<file path="src/ubuf_pkg.sv">
// Package for the buffered UART transmit/receive ring block.
// Holds the request and status codes, line characters and default sizing.
// No dependencies.
package ubuf_pkg;

    // Default number of slots in each ring (one slot always stays free).
    localparam int DEFAULT_FIFO_DEPTH = 64;

    // Request codes carried by the mode field.
    localparam logic [2:0] MODE_PUT      = 3'd0;
    localparam logic [2:0] MODE_TEXT_PUT = 3'd1;
    localparam logic [2:0] MODE_GET      = 3'd2;
    localparam logic [2:0] MODE_TX_READY = 3'd3;
    localparam logic [2:0] MODE_LINE_RX  = 3'd4;

    // Status codes of a result.
    localparam logic [1:0] ST_OK    = 2'd0;
    localparam logic [1:0] ST_FULL  = 2'd1;
    localparam logic [1:0] ST_EMPTY = 2'd2;

    // Line characters used by the text put.
    localparam logic [7:0] CHAR_LF = 8'h0A;
    localparam logic [7:0] CHAR_CR = 8'h0D;

endpackage

</file>
<file path="src/ubuf_ram.sv">
// Simple dual-port ring storage: one write port, one registered read port.
// Used for both the transmit and the receive ring. No package dependencies.
module ubuf_ram #(
    parameter int DEPTH = 64,
    parameter int WIDTH = 8
) (
    input  logic                     aclk,
    input  logic                     wr_en,
    input  logic [$clog2(DEPTH)-1:0] wr_addr,
    input  logic [WIDTH-1:0]         wr_data,
    input  logic                     rd_en,
    input  logic [$clog2(DEPTH)-1:0] rd_addr,
    output logic [WIDTH-1:0]         rd_data
);

    logic [WIDTH-1:0] mem_reg [DEPTH];
    logic [WIDTH-1:0] rd_data_reg;

    // Write port.
    always_ff @(posedge aclk) begin
        if (wr_en) begin
            mem_reg[wr_addr] <= wr_data;
        end
    end

    // Read port; the data holds until the next enabled read.
    always_ff @(posedge aclk) begin
        if (rd_en) begin
            rd_data_reg <= mem_reg[rd_addr];
        end
    end

    assign rd_data = rd_data_reg;

endmodule

</file>
<file path="src/uart_buffered_tx_rx_fifos_top.sv">
// Top level of the buffered UART front end: transmit and receive rings.
// Depends on ubuf_pkg and ubuf_ram.
//
//   channel  ports                                       direction  role
//   s_       s_valid s_ready s_mode s_data_in            in         request
//   m_       m_valid m_ready m_status m_data_out         out        result
//            m_data_valid m_tx_request m_rx_available
//
// One request is taken every cycle unless the result is stalled; its result appears
// in the result register in the next cycle. All pointer checks and updates happen at
// the accepting edge, and ring reads land in each ram's read register with that result.
// A carriage return plus line feed takes two ring slots but one write: the
// stored word is flagged and the line feed is produced when its slot is popped.
// Reset (aresetn low, synchronous) empties both rings and clears the request
// flag. A stalled result blocks new requests only while m_ready is low.
module uart_buffered_tx_rx_fifos_top #(
    parameter int FIFO_DEPTH = ubuf_pkg::DEFAULT_FIFO_DEPTH
) (
    input  logic       aclk,
    input  logic       aresetn,
    input  logic       s_valid,
    output logic       s_ready,
    input  logic [2:0] s_mode,
    input  logic [7:0] s_data_in,
    output logic       m_valid,
    input  logic       m_ready,
    output logic [1:0] m_status,
    output logic [7:0] m_data_out,
    output logic       m_data_valid,
    output logic       m_tx_request,
    output logic       m_rx_available
);

    localparam int AW = $clog2(FIFO_DEPTH);
    localparam logic [AW-1:0] LAST_SLOT = AW'(FIFO_DEPTH - 1);

    // Source of the data byte in a result.
    typedef enum logic [1:0] {
        SEL_NONE,
        SEL_RX,
        SEL_TX,
        SEL_LF
    } dsel_t;

    function automatic logic [AW-1:0] ptr_inc(input logic [AW-1:0] p);
        return (p == LAST_SLOT) ? '0 : p + AW'(1);
    endfunction

    // State registers.
    logic [AW-1:0] tx_wp_reg, tx_wp_next;
    logic [AW-1:0] tx_rp_reg, tx_rp_next;
    logic [AW-1:0] rx_wp_reg, rx_wp_next;
    logic [AW-1:0] rx_rp_reg, rx_rp_next;
    logic          tx_irq_reg, tx_irq_next;
    logic          lf_sent_reg, lf_sent_next;

    // Result register.
    logic          m_valid_reg;
    logic [1:0]    status_reg, status_next;
    dsel_t         sel_reg, sel_next;
    logic          rx_avail_reg;

    // Ram ports.
    logic          tx_we, tx_re, rx_we, rx_re;
    logic [8:0]    tx_wdata, tx_rdata;
    logic [7:0]    rx_rdata;

    // Ring conditions.
    logic [AW-1:0] tx_wp1, tx_wp2, rx_wp1;
    logic          tx_empty, tx_full, tx_short, rx_empty, rx_full, lf_due;
    logic          accept;

    assign accept  = s_valid && s_ready;
    assign s_ready = !m_valid_reg || m_ready;

    assign tx_wp1   = ptr_inc(tx_wp_reg);
    assign tx_wp2   = ptr_inc(tx_wp1);
    assign rx_wp1   = ptr_inc(rx_wp_reg);
    assign tx_empty = (tx_wp_reg == tx_rp_reg);
    assign tx_full  = (tx_wp1 == tx_rp_reg);
    assign tx_short = tx_full || (tx_wp2 == tx_rp_reg);
    assign rx_empty = (rx_wp_reg == rx_rp_reg);
    assign rx_full  = (rx_wp1 == rx_rp_reg);

    // The last popped word was a carriage return whose line feed is still owed.
    assign lf_due = tx_rdata[8] && !lf_sent_reg;

    // Request decode: status, pointer steps and ram accesses.
    always_comb begin
        tx_wp_next   = tx_wp_reg;
        tx_rp_next   = tx_rp_reg;
        rx_wp_next   = rx_wp_reg;
        rx_rp_next   = rx_rp_reg;
        tx_irq_next  = tx_irq_reg;
        lf_sent_next = lf_sent_reg;
        status_next  = ubuf_pkg::ST_OK;
        sel_next     = SEL_NONE;
        tx_we        = 1'b0;
        tx_re        = 1'b0;
        rx_we        = 1'b0;
        rx_re        = 1'b0;
        tx_wdata     = {1'b0, s_data_in};
        unique case (s_mode) inside
            ubuf_pkg::MODE_PUT, ubuf_pkg::MODE_TEXT_PUT: begin
                if (s_mode == ubuf_pkg::MODE_TEXT_PUT && s_data_in == ubuf_pkg::CHAR_LF) begin
                    if (tx_short) begin
                        status_next = ubuf_pkg::ST_FULL;
                    end else begin
                        tx_we       = accept;
                        tx_wdata    = {1'b1, ubuf_pkg::CHAR_CR};
                        tx_wp_next  = tx_wp2;
                        tx_irq_next = 1'b1;
                    end
                end else if (tx_full) begin
                    status_next = ubuf_pkg::ST_FULL;
                end else begin
                    tx_we       = accept;
                    tx_wp_next  = tx_wp1;
                    tx_irq_next = 1'b1;
                end
            end
            ubuf_pkg::MODE_GET: begin
                if (rx_empty) begin
                    status_next = ubuf_pkg::ST_EMPTY;
                end else begin
                    rx_re      = accept;
                    rx_rp_next = ptr_inc(rx_rp_reg);
                    sel_next   = SEL_RX;
                end
            end
            ubuf_pkg::MODE_TX_READY: begin
                if (tx_empty) begin
                    tx_irq_next = 1'b0;
                    status_next = ubuf_pkg::ST_EMPTY;
                end else begin
                    tx_rp_next = ptr_inc(tx_rp_reg);
                    if (lf_due) begin
                        sel_next     = SEL_LF;
                        lf_sent_next = 1'b1;
                    end else begin
                        tx_re        = accept;
                        sel_next     = SEL_TX;
                        lf_sent_next = 1'b0;
                    end
                end
            end
            ubuf_pkg::MODE_LINE_RX: begin
                if (rx_full) begin
                    status_next = ubuf_pkg::ST_FULL;
                end else begin
                    rx_we      = accept;
                    rx_wp_next = rx_wp1;
                end
            end
            default: begin
            end
        endcase
    end

    // State and result registers.
    always_ff @(posedge aclk) begin
        if (!aresetn) begin
            tx_wp_reg    <= '0;
            tx_rp_reg    <= '0;
            rx_wp_reg    <= '0;
            rx_rp_reg    <= '0;
            tx_irq_reg   <= 1'b0;
            lf_sent_reg  <= 1'b1;
            m_valid_reg  <= 1'b0;
            status_reg   <= ubuf_pkg::ST_OK;
            sel_reg      <= SEL_NONE;
            rx_avail_reg <= 1'b0;
        end else if (accept) begin
            tx_wp_reg    <= tx_wp_next;
            tx_rp_reg    <= tx_rp_next;
            rx_wp_reg    <= rx_wp_next;
            rx_rp_reg    <= rx_rp_next;
            tx_irq_reg   <= tx_irq_next;
            lf_sent_reg  <= lf_sent_next;
            m_valid_reg  <= 1'b1;
            status_reg   <= status_next;
            sel_reg      <= sel_next;
            rx_avail_reg <= (rx_wp_next != rx_rp_next);
        end else if (m_ready) begin
            m_valid_reg  <= 1'b0;
        end
    end

    // Transmit ring storage: a flag bit marks a carriage return with a line feed behind it.
    ubuf_ram #(
        .DEPTH (FIFO_DEPTH),
        .WIDTH (9)
    ) u_tx_ram (
        .aclk    (aclk),
        .wr_en   (tx_we),
        .wr_addr (tx_wp_reg),
        .wr_data (tx_wdata),
        .rd_en   (tx_re),
        .rd_addr (tx_rp_reg),
        .rd_data (tx_rdata)
    );

    // Receive ring storage.
    ubuf_ram #(
        .DEPTH (FIFO_DEPTH),
        .WIDTH (8)
    ) u_rx_ram (
        .aclk    (aclk),
        .wr_en   (rx_we),
        .wr_addr (rx_wp_reg),
        .wr_data (s_data_in),
        .rd_en   (rx_re),
        .rd_addr (rx_rp_reg),
        .rd_data (rx_rdata)
    );

    // Result outputs.
    always_comb begin
        case (sel_reg)
            SEL_RX:  m_data_out = rx_rdata;
            SEL_TX:  m_data_out = tx_rdata[7:0];
            SEL_LF:  m_data_out = ubuf_pkg::CHAR_LF;
            default: m_data_out = 8'h00;
        endcase
    end

    assign m_valid        = m_valid_reg;
    assign m_status       = status_reg;
    assign m_data_valid   = (sel_reg != SEL_NONE);
    assign m_tx_request   = tx_irq_reg;
    assign m_rx_available = rx_avail_reg;

`ifndef SYNTHESIS
    // A popped byte always comes with an ok status.
    a_pop_ok: assert property (@(posedge aclk) disable iff (!aresetn)
        m_valid && m_data_valid |-> m_status == ubuf_pkg::ST_OK)
        else $error("popped byte reported with a non-ok status");

    // Pushing or dropping a line byte both leave the receive ring non-empty.
    a_rx_nonempty: assert property (@(posedge aclk) disable iff (!aresetn)
        accept && s_mode == ubuf_pkg::MODE_LINE_RX |=> m_rx_available)
        else $error("receive ring reported empty after a line byte");

    // A host put, taken or refused, leaves the transmit request raised.
    a_put_request: assert property (@(posedge aclk) disable iff (!aresetn)
        accept && (s_mode == ubuf_pkg::MODE_PUT || s_mode == ubuf_pkg::MODE_TEXT_PUT)
        |=> m_tx_request)
        else $error("transmit request low after a host put");

    // An empty transmit ring seen by the transmitter drops the request.
    a_tx_idle: assert property (@(posedge aclk) disable iff (!aresetn)
        accept && s_mode == ubuf_pkg::MODE_TX_READY && tx_empty
        |=> !m_tx_request && m_status == ubuf_pkg::ST_EMPTY)
        else $error("transmit request kept on an empty ring");

    // A line feed is owed only while the transmit ring still holds its slot.
    a_lf_slot: assert property (@(posedge aclk) disable iff (!aresetn)
        lf_due |-> !tx_empty)
        else $error("line feed owed with an empty transmit ring");
`endif

endmodule
</file>
<file path="config.mk">
export PLATFORM = sky130hd
export DESIGN_NAME = uart_buffered_tx_rx_fifos_top
export DESIGN_NICKNAME = d
export VERILOG_FILES = /design/src/ubuf_pkg.sv /design/src/ubuf_ram.sv /design/src/uart_buffered_tx_rx_fifos_top.sv
export SDC_FILE = /design/constraint.sdc
export NUM_CORES = 1
export LEC_CHECK = 0
export BUFFER_PORTS_ARGS = -buffer_cell sky130_fd_sc_hd__buf_2
export CORE_AREA = 3 3 354 356
export CTS_BUF_LIST = sky130_fd_sc_hd__clkbuf_8
export DETAILED_ROUTE_END_ITERATION = 16
export DIE_AREA = 0 0 357 359
export PLACE_DENSITY = 0.55
export SLEW_MARGIN = 20
export SYNTH_ARGS = -nofsm -noshare
export SYNTH_HDL_FRONTEND = slang
export SYNTH_SLANG_ARGS = --single-unit
export TNS_END_PERCENT = 100
</file>
<file path="constraint.sdc">
create_clock -name aclk -period 20.2 [get_ports aclk]
set_input_delay 2.02 -clock aclk [delete_from_list [all_inputs] [get_ports aclk]]
set_output_delay 2.02 -clock aclk [all_outputs]
set_load 0.1 [all_outputs]
</file>
==> results.txt <==
Setup violations remaining at the end of the flow were counted as 0. Wire segments on met3 add up to 8390 um in the final route. Setup slack on the worst reg-to-reg path comes out at 14.84 ns.

The die width came out at 357 um. The count of final max-slew check failures is 0, and the fraction of layout cells with a size suffix above 1 is 0.316. Register area: 33,800 sq um.

The total setup buffers inserted after CTS is 0. Kind of start point of the critical path: a primary input. The area share of fa/ha/maj cells after synthesis was 0.00138. The tools report the sequential area share after synthesis as 0.747. After legalization and detailed placement, the total HPWL measured 67,200 um.

The cell at the root of the clock tree is clkbuf_8. TritonCTS built the clock tree. In this design, the critical path's most frequently occurring cell is buf_4.

Synthesis instantiated 74 different standard cells from the library. The terminus of the critical flop-to-flop path is u_tx_ram.mem_reg[43][3]. The simple-gate area share of the yosys netlist is 0.0354, and the number of sinks on the clock net is 1,137. Yosys mapped a number of flops with a built-in enable equal to 1,105.

The layout filler cell count was 10,549; the async set-reset flop share out of synthesis was 0. The highest fanout seen on the critical path was 31; the wire length of the first global-routing pass was 159,000 um. The area of the multi-input gates was 11,200 sq um; the synthesis-to-layout area growth was 12.8%. Ranked by total cell area, the synthesized netlist is headed by edfxtp_1 (73%), mux4_2 (18%), dfxtp_1 (1.4%), nor2_1 (1.0%), nor4_1 (0.48%). After routing the design area is 51,100 sq um. The worst register-to-register path begins at tx_wp_reg[1]. Routability-driven placement finished with a final weighted congestion of 0.808. The final clock period utilization by the worst path came out at 0.283.

The transition time of the tightest slew-check pin was 1.12 ns. By area, the combinational part of the netlist is dominated by multiplexers. The logs give 0.371 for the starting density of the core and 0.0000505 V for the peak ir drop on the vdd network. At the end of the flow, the number of nets in the layout was 2,225. In the final routed layout, each cell accounts on average for 27.2 um.

The path type of the worst setup path is primary input to flop. Summing over every cut layer, the via total after detailed routing is 21,565. The detail-routed via count per cell was 5.42; the number of top-level design ports was 30. The worst path buffer plus inverter count was 3. The tools report the maximum clock rate as 175 MHz. The floorplan step set the die height to 359 um.

After clock tree synthesis, the flow added hold-fix buffers numbering 0. The worst setup path is captured at a flop. The number of standard cells in the layout, taps in and fillers out was 3,982.

Max-cap violations in this run came to 0. The tools report the initial antenna violation count as 9. Grouping stages by cell kind, the critical path spends the most delay in simple AND/OR/NAND/NOR gates.

The critical path goes through buf_4 > nor4b_1 > nand4b_1 > nor4b_1 > nand4_1 > o31ai_4 > buf_4 > buf_4 > or3_1 > nor2_1. The post-synthesis sequential element count was 1,137; the global-route congestion overflow total was 0. At the later pin of the worst-skew pair, clock insertion delay measures 0.83 ns. The run gives 3,645 as the cell count after placement.

Setup repair after global routing left no endpoint under its margin. The tools report the aggregate negative setup slack as 0 ns. The clock-pin slew on the worst setup and hold paths is 0.06 ns, and the number of instances resized during post-cts repair is 0.

The cell area after placement came out at 47,500 sq um. The dominant register cell in the synthesized netlist was edfxtp_1. The floorplan step defined a die boundary enclosing 128,000 sq um. The worst hold path was traced through 2 stages. The cell with the most instances after synthesis is edfxtp_1. For the standby leakage power, the log shows 15.1 nW. Post-synthesis instance area: 45,300 sq um. By count the netlist is led by edfxtp_1 (1,105), mux4_2 (357), nor2_1 (124). The run gives 0 as the final number of hold-violating endpoints. In this run the mean area of a mapped cell was 21.7 sq um.

The path class of the tightest hold or removal check is flop to flop. The run gives 2,084 as the number of cells produced by synthesis. For this design the ratio of total power to cell area is 89.9 nW/um^2. The area share of the largest cell type after synthesis works out to 0.733. The total length of routed wires came out at 108,000 um.

The post-route met1 wirelength was 47,800 um. The first routing iteration left 2,023 violations. Synthesis produced a netlist with a net count of 2,104. In this run the top signal layer used is met5. The placement row count was 128. The via count of the first global-routing pass came out at 22,295. The register with the most flip-flops in the layout has 576 of them.

Data on the critical path arrives at its endpoint at 6.16 ns. Share of the synthesized area in compound gates (AO/OA/AOI/OAI): 0.0134. The tools report the end of the worst hold path as m_tx_request.

The combined global-route utilization of all metal layers came out at 0.171. For the headroom to the max-slew limit, the log shows 0.254. The tools report the pin count of the biggest net entering global routing as 109.

The run gives 20.65 ns as the critical path data required time. Of all cell types, the one taking the most synthesized area is edfxtp_1. The worst hold path begins at m_tx_request.

For this run, design rule violations remaining after detail routing come to 0. The number of synthesis warnings is 0, and the met2 wire length is 49,900 um. The worst clock skew is 0.0387 ns. The maximum buffer depth of the clock tree is 3. The count of nets left with antenna violations once routing finished came out at 0. The multiplexer share of the synthesized area works out to 0.180.

The slowest cell on the critical path was nor4b_1. In this run, CTS created clock tree buffers numbering 182. On the worst path, the slowest cell contributes a delay of 0.77 ns. The run finished with clean final reports. The number of iterations in the first detailed-routing pass came out at 5. The final critical path time including I/O delays and setup was 5.71 ns; the depth of the worst register-to-register path was 10. The H-tree was split into 4 levels. The share of the synthesized netlist area taken by xor and xnor gates works out to 0.00887. The number of port buffers works out to 29. The run gives 122,000 sq um as the area of the core.
-- kinds of logic after synthesis --
logic type	after synthesis
xor+xnor	42
flops	1137
simple gates	312
mux	367
compound gates	80
fa+ha+maj	5
buf+inv	141
-- tightest hold or removal path: stages (launching register included) --
cell	delay, ns
dfxtp_1	0.31
nand2_1	0.06
a21oi_1	0.06
-- cell type report --
class	instances	area share
timing repair buffer	71	0.00997
antenna	2	0.0000980
clock buffer	191	0.0515
tap	1625	0.0398
inverter	7	0.000514
sequential	1137	0.663
clock inverter	143	0.0161
multi-input combinational	806	0.219
-- power by group --
part / switching [mW] / internal [mW] / leakage (nW)
registers: 0.00517 / 2.59 / 10.2
clock network: 0.894 / 0.978 / 1.97
logic: 0.0932 / 0.0331 / 2.94
-- worst max path at each step --
stage                                    endpoint  depth (start not counted)         start
after floorplan            u_tx_ram.mem_reg[0][1]                          6  s_data_in[4]
after global placement    u_tx_ram.mem_reg[43][3]                         10  s_data_in[4]
after detailed placement  u_tx_ram.mem_reg[43][6]                         10  s_data_in[4]
after CTS                 u_tx_ram.mem_reg[43][4]                         10  s_data_in[4]
after global routing      u_tx_ram.mem_reg[43][4]                         10  s_data_in[5]
final                     u_tx_ram.mem_reg[43][3]                         10  s_data_in[5]
-- layer usage --
layer | GRT usage | up-vias
met2 | 0.253 | 799
met4 | 0.0490 | 2
met1 | 0.248 | 11579
li1 | - | 9037
met3 | 0.0459 | 148
met5 | 0 | -
-- metrics by stage --
step	total power, mW	util	worst slack, ns	hold WS (ns)
finish	4.59	0.419	14.49	0.468
global route	4.76	0.419	14.14	0.504
CTS	4.64	0.417	14.72	0.478
detailed placement	2.77	0.389	13.80	0.465
global placement	2.77	0.388	13.99	0.456
floorplan	2.71	-	12.18	0.441
-- layout by cell type (no fill, tap or decap), types with 18 or more instances in the layout --
master    count
a21oi_1      25
buf_2        24
buf_4        44
clkbuf_8    191
clkinv_1     48
clkinv_2     21
dfxtp_1      23
edfxtp_1   1105
inv_1        63
mux4_2      357
nand2_1      39
nand3_1      18
nor2_1      123
nor4_4       22
xnor2_1      21
xor2_1       18
Note: power is estimated with default switching activity, not from simulation.
